File: src/cpba_pkg.sv
package cpba_pkg;

	localparam int          DEPTH_DEF = 64;
	localparam logic [31:0] CAP_RESET = 32'd1048576;
	localparam int          OCC_W     = 7;

	typedef enum logic [1:0] {
		CMD_ENQ    = 2'd0,
		CMD_DEQ    = 2'd1,
		CMD_LOOKUP = 2'd2,
		CMD_NONE   = 2'd3
	} cmd_t;

	typedef enum logic [2:0] {
		ST_OK       = 3'd0,
		ST_PREEMPT  = 3'd1,
		ST_FULL     = 3'd2,
		ST_NOROOM   = 3'd3,
		ST_NOVICTIM = 3'd4,
		ST_LOST     = 3'd5,
		ST_NOTFOUND = 3'd6
	} status_t;

	typedef enum logic [3:0] {
		S_IDLE,
		S_FREE,
		S_EVAL,
		S_PRESS,
		S_SCAN,
		S_POST,
		S_MOVE_RD,
		S_MOVE_WR,
		S_REFREE,
		S_REFIT,
		S_DONE
	} state_t;

	typedef struct packed {
		cmd_t               cmd;
		logic [63:0]        bndl_id;
		logic [31:0]        bundle_size;
		logic signed [7:0]  bundle_priority;
	} req_t;

	typedef struct packed {
		status_t            status;
		logic               victim_valid;
		logic [63:0]        victim_id;
		logic [31:0]        found_size;
		logic signed [7:0]  found_priority;
		logic [OCC_W-1:0]   occupancy;
		logic [31:0]        used_bytes;
	} rsp_t;

	typedef struct packed {
		logic [63:0]        id;
		logic [31:0]        size;
		logic signed [7:0]  prio;
	} entry_t;

	typedef struct packed {
		logic start;
		logic victim;
		logic sample;
	} scan_ctl_t;

endpackage

File: src/cpba_scan.sv
module cpba_scan #(
	parameter int IDX_W = 6
) (
	input  logic                  clk,
	input  logic                  arst_n,
	input  cpba_pkg::scan_ctl_t   ctl,
	input  logic [63:0]           key_id,
	input  logic signed [7:0]     key_prio,
	input  logic [IDX_W-1:0]      smp_idx,
	input  cpba_pkg::entry_t      smp,
	output logic                  hit,
	output logic [IDX_W-1:0]      hit_idx,
	output cpba_pkg::entry_t      hit_entry
);
	import cpba_pkg::*;

	logic              hit_q;
	logic signed [7:0] best_prio_q;
	logic [IDX_W-1:0]  hit_idx_q;
	entry_t            hit_entry_q;
	logic              take;

	// victim: strictly lowest class below the key, first one kept
	// id match: first equal id kept
	always_comb begin
		if (ctl.victim) begin
			take = ctl.sample && ($signed(smp.prio) < best_prio_q);
		end else begin
			take = ctl.sample && !hit_q && (smp.id == key_id);
		end
	end

	always_ff @(posedge clk or negedge arst_n) begin
		if (!arst_n) begin
			hit_q <= 1'b0;
		end else if (ctl.start) begin
			hit_q <= 1'b0;
		end else if (take) begin
			hit_q <= 1'b1;
		end
	end

	always_ff @(posedge clk) begin
		if (ctl.start) begin
			best_prio_q <= key_prio;
		end else if (take) begin
			best_prio_q <= smp.prio;
			hit_idx_q   <= smp_idx;
			hit_entry_q <= smp;
		end
	end

	assign hit       = hit_q;
	assign hit_idx   = hit_idx_q;
	assign hit_entry = hit_entry_q;

endmodule
File: config.mk
export PLATFORM = sky130hd
export DESIGN_NAME = cpba_scan
export DESIGN_NICKNAME = d
export VERILOG_FILES = /design/src/cpba_pkg.sv /design/src/cpba_scan.sv
export SDC_FILE = /design/constraint.sdc
export NUM_CORES = 1
export LEC_CHECK = 0
export ABC_AREA = 0
export ABC_CLOCK_PERIOD_IN_PS = 7250
export BUFFER_PORTS_ARGS = -buffer_cell sky130_fd_sc_hd__buf_2
export CAP_MARGIN = 40
export CORE_AREA = 2 2 115 117
export CTS_CLUSTER_DIAMETER = 120
export DETAILED_ROUTE_END_ITERATION = 7
export DIE_AREA = 0 0 117 119
export HOLD_SLACK_MARGIN = 0.12
export PLACE_DENSITY = 0.69
export SYNTH_ARGS = -nofsm -noshare
export SYNTH_HDL_FRONTEND = slang
export SYNTH_SLANG_ARGS = --single-unit
export TNS_END_PERCENT = 1
File: constraint.sdc
create_clock -name clk -period 7.25 [get_ports clk]
set_input_delay 0.3625 -clock clk [delete_from_list [all_inputs] [get_ports clk]]
set_output_delay 0.3625 -clock clk [all_outputs]
set_load 0.01 [all_outputs]
Yosys cells after proc, flatten, opt, wreduce, memory -nomap -nowiden
Index checks and enable logic that the tools add are counted.
{"block": "word_totals", "word_cells": 20, "input_bits": 187, "regBits": 119, "out_inout_bits": 111}
{"block": "op_classes", "n_bitwise": 1, "order_cmp": 1, "n_mux": 5, "reduce_logical": 6, "n_eq_ne": 1}
{"cell": "$eq 64x64->1", "n": 1}
{"cell": "$mux 8", "n": 2}
{"cell": "$lt 8x8->1", "n": 1}
{"cell": "$logic_and 1x1->1", "n": 3}
{"cell": "$mux 1", "n": 3}
{"cell": "$reduce_and 2->1", "n": 1}
{"cell": "$reduce_bool 2->1", "n": 1}
{"cell": "$logic_not 1->1", "n": 1}
{"cell": "$not 1->1", "n": 1}

Logic depth before layout (Yosys ltp)
Gate-level depths: netlist of run 1.
{"block": "depth", "ltp_word": 6, "mapped_depth": 7, "depth_no_buf": 7}

Worst setup path before layout of run 1
Ideal clock, no wire load.
{"block": "synth_path", "path_kind": "input -> register", "start": "in key_id[43]", "end": "reg hit_entry_q (netlist bit hit_entry[0]) (enable)", "arrival_ps": 6134, "setup_ps": 592, "path_stages": 5, "path_buffers": 0, "slack_ps": 524, "required_time_ps": 6658, "path_cell_list": "nor2b_4 -> a2111o_1 -> nor4_1 -> nand4_1 -> o21ai_1"}
{"block": "synth_between", "elab_chain_len": 4}
{"element": "from (decl)", "line_no": "cpba_scan.sv:7", "rtl": "input logic [63:0] key_id,"}
{"element": "$eq 64x64->1", "line_no": "cpba_scan.sv:29", "rtl": "take = ctl.sample && !hit_q && (smp.id == key_id);"}
{"element": "$logic_and 1x1->1", "line_no": "cpba_scan.sv:29"}
{"element": "$mux 1", "line_no": "cpba_scan.sv:26", "rtl": "if (ctl.victim) begin"}
{"element": "$reduce_and 2->1 (no source line)"}
{"element": "to (signal assigned)", "line_no": "cpba_scan.sv:49", "rtl": "hit_entry_q <= smp;"}
{"element": "to (decl)", "line_no": "cpba_scan.sv:20", "rtl": "entry_t hit_entry_q;"}
Every way passes these cells.
A chain may end at the register's enable or synchronous reset.

Worst setup path after layout of run 1
{"block": "layout_path", "start": "in smp[60] (netlist name)", "end": "reg hit_entry_q (netlist bit hit_entry[62]) (enable)"}
{"block": "layout_between", "elab_chain_len": 4}
{"element": "from (decl)", "line_no": "cpba_scan.sv:10", "rtl": "input cpba_pkg::entry_t smp,"}
{"element": "$eq 64x64->1", "line_no": "cpba_scan.sv:29"}
{"element": "$logic_and 1x1->1", "line_no": "cpba_scan.sv:29"}
{"element": "$mux 1", "line_no": "cpba_scan.sv:26"}
{"element": "$reduce_and 2->1 (no source line)"}
Every way passes these cells.

==> flow_metrics.tcl, run 1 <==
set metrics [dict create \
    skew_pair_late_insertion_delay_ns 0.41 \
    grt_busiest_layer "met2" \
    synth_compound_area_share_pct 3.22 \
    yosys.cell_count.top_type "edfxtp_1" \
    grt-ovfl-total 0 \
    htree_levels 4 \
    power.combinational.fraction_pct 9.4 \
    grt_antenna_before_repair 2 \
    gpl_wtd_cong 0.762 \
    drive_above_1_share_pct 54.3 \
    fp.dieH_um 119 \
    overall_power_w 0.00181 \
    synth_top_cell_by_area "edfxtp_1" \
    tritoncts_sink_count 119 \
    yosys.area_share.xor_xnor_pct 9.58 \
    timing.setup.tns_ns 0 \
    synth_adder_area_share_pct 1.88 \
    min-delay-path-class "in -> reg" \
    area.growth.synth_to_final_pct 58.2 \
    dr.first_iter.drc_count 169 \
    grt_pass1_wl_mm 19.1 \
    power_switching_w 0.000394 \
    synthesized_nets 458 \
    largest_family_of_logic_cells_by_synthesized_area "XOR/XNOR gates" \
    timing.critical_path.to_type "flip-flop" \
    power_density_nw_per_um2 245 \
    viasPerCell 4.55 \
    async_reset_ff_share_pct 0.840 \
    cts_tree "yes" \
    netlist.area_leader.share_pct 76.0 \
    synth.yosys.seq_area_share_pct 76.6 \
    cts-root-buf "clkbuf_16" \
    gr-usage-met3_pct 6.87 \
    detail-route-antenna-nets 0 \
    place_ws_ns 4.17 \
    port-buffer-count 297 \
    vias 3678 \
    cts_inserted_buffers 17 \
    intPower_w 0.00141 \
    slew_violations 0 \
    fmax_ghz 0.356 \
    syn_area_per_cell_um2 17.7 \
    clock_skew_ns 0.00533 \
    final_hold_viol_count 0 \
    grt_util_all_layers_pct 19.1 \
    synthTopCellsByCount "118 x edfxtp_1, 45 x xnor2_1, 19 x inv_1" \
    floorplan.rows 42 \
    crit_type "in -> reg" \
    coreArea_um2 12900 \
    dieWidth_um 117 \
    critPathArrivalTime_ns 2.85 \
    worst-slew-pin-transition_ns 0.919 \
    boundaryPins 298 \
    synth.yosys.warnings 0 \
    timing.slew.headroom_pct 38.8 \
    min_period_ns 2.81 \
    nNetsFinal 813 \
    cts.clk_slew.worst_paths_ns 0.06 \
    period_share_pct 38.7 \
    die-area_um2 13900 \
    run_status "finished clean" \
    total_leakage_power_nw 3.12 \
    rsz0062_at_grt "false" \
    postSynthRegisterBits 119 \
    finalSetupViolations 0 \
    max_cap_viol_count 0 \
    met2_use_gr_pct 34.9 \
    power.share.sequential_pct 43.5 \
    post-dp-hpwl_mm 10.3 \
    crit_path_start_kind "input pin" \
    totalWireLength_mm 13.3 \
    final.hold.worst_slack_ns 0.143 \
    first_global_vias 3801 \
    cts-root-to-sink-buffers 2 \
    post_detailed_route_wirelength_per_cell_um 16.5 \
    synth.area.mux_share_pct 1.93 \
    yosys-top-cells-area "edfxtp_1 76%, xnor2_1 8.5%, mux2_2 1.9%" \
    synthesis.instances 264 \
    netSwitchingFraction_pct 21.8 \
    post_synth_and_or_nand_nor_area_fraction_pct 5.21 \
    vdd_ir_drop_max_mv 0.116 \
    netlist_area_um2 4660 \
    critPathMaxFanout 67 \
    maximum_number_of_pins_on_one_net_before_global_route_repair 68 \
    synth_ff_type "edfxtp_1" \
    initial_utilization_pct 36.2 \
    post_route_drc_violation_count 0 \
    synth_edf_count 118 \
    grtUsageMet1_pct 19.1 \
    firstDrtPassIters 4 \
    finalWorstSetupSlack_ns 4.44 \
    n_fill_cell 1031 \
    timing.critical_path.required_ns 7.29 \
    ys_types 34 \
    power.share.clock_pct 47.1 \
]
[per-stage QoR]
step,cell area (um2),utilization [%],std cells
2_1_floorplan,4660,-,264
3_3_place_gp,6390,49.6,738
3_5_place_dp,6390,49.7,739
4_1_cts,7370,57.2,808
5_1_grt,7370,57.3,809
6_report,7370,57.3,809
[state kept, by name, indices dropped and copies added (netlist names)]
signal	cells
hit	1
hit_idx	6
hit_entry	104
best_prio_q	8
[power groups by stage]
stage	sequential, W	clock (W)	combinational (W)
global route	0.000787	0.000902	0.000187
CTS	0.000786	0.000867	0.000171
floorplan	0.000812	0	0.0000550
global placement	0.000800	0	0.000149
finish	0.000786	0.000851	0.000170
detailed placement	0.000800	0	0.000155
[critical path, stage by stage]
cell,delay (ns)
dlygate4sd3_1,0.55
buf_2,0.12
inv_1,0.04
a22o_1,0.25
nor4_1,0.23
nand4_1,0.28
o21ai_4,0.23
buf_4,0.68
[what timing repair did]
| action | in CTS | in global routing |
|---|---|---|
| hold endpoints to repair | 37 | 0 |
| hold buffers | 37 | 0 |
| gates resized for setup | 0 | 0 |
| buffers inserted | 0 | 0 |
[area by class of cell]
| cell class | count | area (um2) | area share [%] |
|---|---|---|---|
| diodes | 1 | 2.50 | 0.0339 |
| clock buffers | 17 | 425 | 5.77 |
| clock inverters | 15 | 179 | 2.43 |
| inverters | 19 | 71.3 | 0.967 |
| multi-input cells | 125 | 1030 | 14.0 |
| flip-flops and latches | 119 | 3570 | 48.4 |
| well taps | 176 | 220 | 2.99 |
| repair buffers | 337 | 1880 | 25.5 |
[worst paths after layout]
check                           cells after the start  slack, ns                 endpoint                     start
worst max-delay path                                8       4.44  hit_entry[62]$_DFFE_PP_                   smp[60]
worst min-delay path                                1       0.14  hit_entry[89]$_DFFE_PP_                   smp[89]
worst max register to register                      7       4.62  hit_entry[62]$_DFFE_PP_  best_prio_q[3]$_DFFE_PP_
worst min register to register                      2       0.61          hit$_DFFE_PN0P_           hit$_DFFE_PN0P_
max in group asynchronous                           2       6.89          hit$_DFFE_PN0P_                    arst_n
min in group asynchronous                           2       0.26          hit$_DFFE_PN0P_                    arst_n
[layer usage]
metal	wire [um]	up-vias	share of wire, %
li1	-	1725	-
met1	4680	1736	35
met2	7220	188	54
met3	1140	27	8.6
met4	293	2	2.2
met5	13	-	0.097
[cells by family after synthesis]
kind of cell,Yosys count
AOI/OAI and AO/OA,20
xor gates and xnor gates,51
adders and majority gates,7
buffers and inverters,20
DFF,119
muxes,8
and+or+nand+nor,39
[cell usage in the layout (no fill, tap or decap), drive strengths merged, types with 5 or more instances in the layout]
master / instances
buf: 300
clkbuf: 17
clkinv: 7
dlygate4sd3: 37
edfxtp: 118
ha: 7
inv: 20
mux2: 8
nand4: 11
nor4: 7
o21ai: 5
xnor2: 45
xor2: 6
Note: power is estimated with default switching activity, not from simulation.
==> run 2: changes to the inputs <==
Settings changed: ABC_CLOCK_PERIOD_IN_PS 7250 to 2800.
Clock period 7.25 ns to 2.8 ns, I/O delays scaled along.
==> run 2 against run 1 <==
Effect of this change:
- global-route usage up 2.0 points
- sequential share of layout area down 4.9 points
- clock skew up 0.0022 ns
- setup slack worse by 4.1 ns
- die area unchanged
- cell area up 11%
- sequential power rose to 2.6 times the previous value
- via count up 10%
- critical endpoint is now hit_entry[83]$_DFFE_PP_
- largest cell class unchanged
- largest power group unchanged
==> flow_metrics.tcl, run 2 (synthesized netlist as in run 1, its figures left out) <==
set metrics [dict create \
    final_hold_viol_count 0 \
    placed_area_um2 6420 \
    crit_top_cell "nand4_1" \
    timing.slew.headroom_pct 63.2 \
    maximum_number_of_pins_on_one_net_before_global_route_repair 56 \
    initial_utilization_pct 36.2 \
    min-delay-path-class "in -> reg" \
    hold_buffers 120 \
    total_leakage_power_nw 3.47 \
    diodes 0 \
    viasPerCell 4.56 \
    layout.cells.most_common "buf_2" \
    tritoncts_sink_count 119 \
    final_design_area_no_fill_um2 8210 \
    timing.setup.tns_ns 0 \
    power_density_nw_per_um2 577 \
    worst-slew-pin-transition_ns 0.547 \
    post_cts.repair.setup_buffers 0 \
    area.growth.synth_to_final_pct 76.1 \
    critical_path.n_buffers_inverters 3 \
    critPathMaxFanout 55 \
    final_core_utilization_pct 63.8 \
    vdd_ir_drop_max_mv 0.339 \
    most_used_cells_in_the_layout_excluding_fill_and_tap_cells "297 x buf_2, 120 x dlygate4sd3_1, 118 x edfxtp_1" \
    firstDrtPassIters 4 \
    crit_path_start_kind "input pin" \
    first_global_vias 4396 \
    totalWireLength_mm 14.6 \
    grt_util_all_layers_pct 21.2 \
    fmax_ghz 0.400 \
    critPathArrivalTime_ns 2.57 \
    skew_pair_late_insertion_delay_ns 0.41 \
    fp.dieH_um 119 \
    number_of_flip_flops_in_the_largest_register 104 \
    timing.critical_path.required_ns 2.87 \
    boundaryPins 298 \
    rsz0062_at_grt "false" \
    coreArea_um2 12900 \
    grt-ovfl-total 0 \
    max_cap_viol_count 0 \
    post-dp-hpwl_mm 10.1 \
    slew_violations 0 \
    nNetsFinal 896 \
    cpLargestDelayFamily "buffers and inverters" \
    floorplan.rows 42 \
    timing.critical_path.slowest_cell_delay_ns 0.54 \
    grt_antenna_before_repair 0 \
    cts_resized 0 \
    post_route_drc_violation_count 0 \
    htree_levels 4 \
    drive_above_1_share_pct 47.8 \
    ff2ff_path_depth 6 \
    finalSetupViolations 0 \
    critical_path.cell_chain "dlygate4sd3_1, buf_2, xnor2_1, nand4_1, nor4_1, nand4_1, o21ai_4, buf_12" \
    timing.critical_path.depth 8 \
    n_fill_cell 945 \
    detail-route-antenna-nets 0 \
    timing.hold.worst_path_depth 2 \
    post_detailed_route_wirelength_per_cell_um 16.4 \
    cts-root-to-sink-buffers 2 \
    vias 4058 \
    clock_skew_ns 0.00748 \
    grt_pass1_wl_mm 21.8 \
    timing.critical_path.to_type "flip-flop" \
    gpl_wtd_cong 0.851 \
    critical_path.slowest_cell "dlygate4sd3_1" \
    crit_type "in -> reg" \
    run_status "finished clean" \
    cts_inserted_buffers 17 \
    cts.clk_slew.worst_paths_ns 0.05 \
    port-buffer-count 297 \
    cts_tree "yes" \
    cts-root-buf "clkbuf_16" \
    die-area_um2 13900 \
    min_period_ns 2.50 \
    dieWidth_um 117 \
    dr.first_iter.drc_count 217 \
    period_share_pct 89.2 \
]
run 2: changes by cell type in the layout (fill, tap and decap cells not counted):
cell	delta
buf_2	-1
clkbuf_1	+1
clkinvlp_4	-1
clkinv_2	+2
dlygate4sd3_1	+83
buf_12	+2
buf_4	-1
diode_2	-1
clkinv_4	-4
inv_6	+1
run 2: area by class of cell:
cell class	count	area (um2)	area share (%)
Sequential cell	119	3570	43.5
Timing Repair Buffer	420	2740	33.3
Multi-Input combinational cell	125	1030	12.5
Clock buffer	18	429	5.23
Tap cell	176	220	2.68
Clock inverter	13	155	1.89
Inverter	19	71.3	0.869
run 2: path summary, 6_finish.rpt:
check,startpoint,endpoint,slack [ns]
max in group asynchronous,arst_n,hit$_DFFE_PN0P_,2.12
worst min register to register,hit$_DFFE_PN0P_,hit$_DFFE_PN0P_,0.66
worst min-delay path,ctl[2],hit$_DFFE_PN0P_,0.22
worst max-delay path,smp[49],hit_entry[83]$_DFFE_PP_,0.30
worst max register to register,hit$_DFFE_PN0P_,hit_entry[83]$_DFFE_PP_,0.55
min in group asynchronous,arst_n,hit$_DFFE_PN0P_,0.57
run 2: layer usage:
metal | vias up | wire (um) | part of all wire [%] | global-route usage, %
li1 | 1889 | - | - | -
met2 | 219 | 7710 | 53 | 38.0
met4 | 0 | 435 | 3.0 | 9.63
met1 | 1910 | 5290 | 36 | 22.0
met3 | 40 | 1170 | 8.0 | 6.82
met5 | - | 0 | 0 | 0
run 2: report_power, final:
part	switching, W	internal, W
combinational	0.000227	0.000315
clock	0.000771	0.00139
sequential	0.0000131	0.00202
run 2: worst register-to-register path, cell delays in order, from the launching register on:
cell and delay [ns]:
dfrtp_1 0.40, nor2_1 0.15, o2111ai_1 0.14, nor4_1 0.27, nand4_1 0.30, o21ai_4 0.29
buf_12 0.30
run 2: per-stage QoR:
stage	power (W)	hold WS [ns]	worst slack (ns)	instances
floorplan	0.00224	-0.156	-0.443	264
global placement	0.00246	-0.0824	0.456	739
detailed placement	0.00248	-0.0832	0.394	739
CTS	0.00477	0.214	0.270	890
global route	0.00491	0.252	0.0747	890
finish	0.00474	0.223	0.303	890
==> run 3: changes to the inputs <==
Settings changed: REMOVE_ABC_BUFFERS set to 1, SLEW_MARGIN set to 20.
==> run 3 against run 2 <==
Effect of this change:
- clock power is 7% lower
- hold slack worse by 0.038 ns
- routed wire length decreased by 0.73%
- register-to-register slack lost 0.04 ns
- cell count up 0.45%
- cell area shrank 0.18%
- global-route usage decreased by 0.72 points
- via count decreased by 1.3%
- clock-buffer cell count is 1 lower
- die area unchanged
- flip-flop and latch count stayed put
- critical path type unchanged
==> flow_metrics.tcl, run 3 (synthesized netlist as in run 1, its figures left out) <==
set metrics [dict create \
    critPathMaxFanout 57 \
    timing.critical_path.to_type "flip-flop" \
    power_density_nw_per_um2 560 \
    total_leakage_power_nw 3.45 \
    timing.critical_path.slowest_cell_delay_ns 0.54 \
    min-delay-path-class "in -> reg" \
    ff2ff_path_depth 8 \
    port-buffer-count 297 \
    vdd_ir_drop_max_mv 0.340 \
    crit_path_start_kind "input pin" \
    final_design_area_no_fill_um2 8190 \
    post_detailed_route_wirelength_per_cell_um 16.2 \
    area.growth.synth_to_final_pct 75.8 \
    crit_type "in -> reg" \
    post_cts.repair.setup_buffers 0 \
    grt-ovfl-total 0 \
    dr.first_iter.drc_count 238 \
    floorplan.rows 42 \
    timing.critical_path.required_ns 2.87 \
    max_cap_viol_count 0 \
    nNetsFinal 897 \
    r2r_start "best_prio_q[1]$_DFFE_PP_" \
    firstDrtPassIters 5 \
    boundaryPins 298 \
    gpl_wtd_cong 0.804 \
    regToRegSetupSlack_ns 0.51 \
    critical_path.slowest_cell "dlygate4sd3_1" \
    tritoncts_sink_count 119 \
    met2_use_gr_pct 37.8 \
    initial_utilization_pct 36.2 \
    grtUsageMet1_pct 20.0 \
    cts-root-buf "clkbuf_16" \
    slew_violations 0 \
    timing.setup.tns_ns 0 \
    worst-slew-pin-transition_ns 0.662 \
    die-area_um2 13900 \
    gr-usage-met3_pct 6.16 \
    post-dp-hpwl_mm 9.83 \
    r2r-end "hit_entry[83]$_DFFE_PP_" \
    grt_pass1_wl_mm 20.9 \
    run_status "finished clean" \
    critical_path.cell_chain "dlygate4sd3_1, buf_2, nor2b_1, a2111o_1, nor4_1, nand4_1, o21ai_4, buf_12" \
    post_route_drc_violation_count 0 \
    grt_busiest_layer "met2" \
    coreArea_um2 12900 \
    clock_skew_ns 0.00811 \
    maximum_number_of_pins_on_one_net_before_global_route_repair 58 \
    cts_tree "yes" \
    placed_area_um2 6430 \
    layout.cells.most_common "buf_2" \
    cts-root-to-sink-buffers 2 \
    drive_above_1_share_pct 47.9 \
    overall_power_w 0.00458 \
    timing.hold.worst_path_depth 2 \
    most_used_cells_in_the_layout_excluding_fill_and_tap_cells "297 x buf_2, 120 x dlygate4sd3_1, 118 x edfxtp_1" \
    final.hold.worst_slack_ns 0.186 \
    final_hold_viol_count 0 \
    first_global_vias 4326 \
    place_ws_ns 0.431 \
    rsz0062_at_grt "false" \
    cts_inserted_buffers 17 \
    fp.dieH_um 119 \
    number_of_flip_flops_in_the_largest_register 104 \
    dieWidth_um 117 \
    fmax_ghz 0.401 \
    cts.clk_slew.worst_paths_ns 0.06 \
    finalSetupViolations 0 \
    worst_hold_startpoint "ctl[2]" \
    detail-route-antenna-nets 0 \
    worstHoldEndpoint "hit$_DFFE_PN0P_" \
    period_share_pct 89.0 \
    vias 4004 \
    htree_levels 4 \
    grt_antenna_before_repair 2 \
    critPathArrivalTime_ns 2.56 \
    viasPerCell 4.48 \
    totalWireLength_mm 14.5 \
    timing.slew.headroom_pct 55.5 \
    grt_util_all_layers_pct 20.4 \
    skew_pair_late_insertion_delay_ns 0.40 \
    min_period_ns 2.49 \
    finalWorstSetupSlack_ns 0.308 \
]
-- run 3: changes by cell type in the layout (fill, tap and decap cells not counted) --
cell	delta
clkinv_2	-2
bufinv_16	-2
clkinvlp_4	+1
clkinv_4	+4
clkbuf_1	-1
clkinv_1	+1
diode_2	+2
buf_4	+1
-- run 3: worst max path at each step --
stage | from | slack (ns) | endpoint
after floorplan | hit$_DFFE_PN0P_ | -3.72 | hit_entry[0]$_DFFE_PP_
after global placement | smp[41] | 0.49 | hit_entry[96]$_DFFE_PP_
after detailed placement | smp[41] | 0.43 | hit_entry[93]$_DFFE_PP_
after CTS | smp[41] | 0.32 | hit_entry[62]$_DFFE_PP_
after global routing | smp[41] | 0.19 | hit_entry[62]$_DFFE_PP_
final | smp[41] | 0.31 | hit_entry[83]$_DFFE_PP_
-- run 3: area by class of cell --
type | instances | area [um2]
fill | 959 | 4680
sequential | 119 | 3570
inverter | 19 | 71.3
antenna | 2 | 5.00
tap | 176 | 220
multi-input combinational | 125 | 1030
clock inverter | 15 | 131
timing repair buffer | 421 | 2740
clock buffer | 17 | 425
-- run 3: timing repair --
action,in CTS,in global routing
hold buffers,120,0
endpoints found under the hold margin,119,0
gates resized for setup,0,0
setup endpoints to repair,0,0
-- run 3: metrics by stage --
stage / cells / util, %
floorplan: 263 / -
detailed placement: 740 / 49.9
global route: 893 / 63.6
global placement: 740 / 49.9
CTS: 892 / 63.6
finish: 894 / 63.6
-- run 3: metal layers --
metal | part of all wire, % | wire length, um
met5 | 0 | 0
met1 | 36 | 5160
met4 | 3.3 | 481
met3 | 7.5 | 1080
met2 | 54 | 7770
-- run 3: worst max-delay path: cells and delay by family --
kind | cells | cell delay (ns)
AO/OA/AOI/OAI | 2 | 0.63
buffers and inverters | 3 | 1.01
AND/OR/NAND/NOR | 3 | 0.74
-- run 3: power by group --
group	internal, W	switching, W	leakage, nW
sequential	0.00202	0.0000127	1.09
clock	0.00122	0.000790	0.263
combinational	0.000316	0.000225	2.10
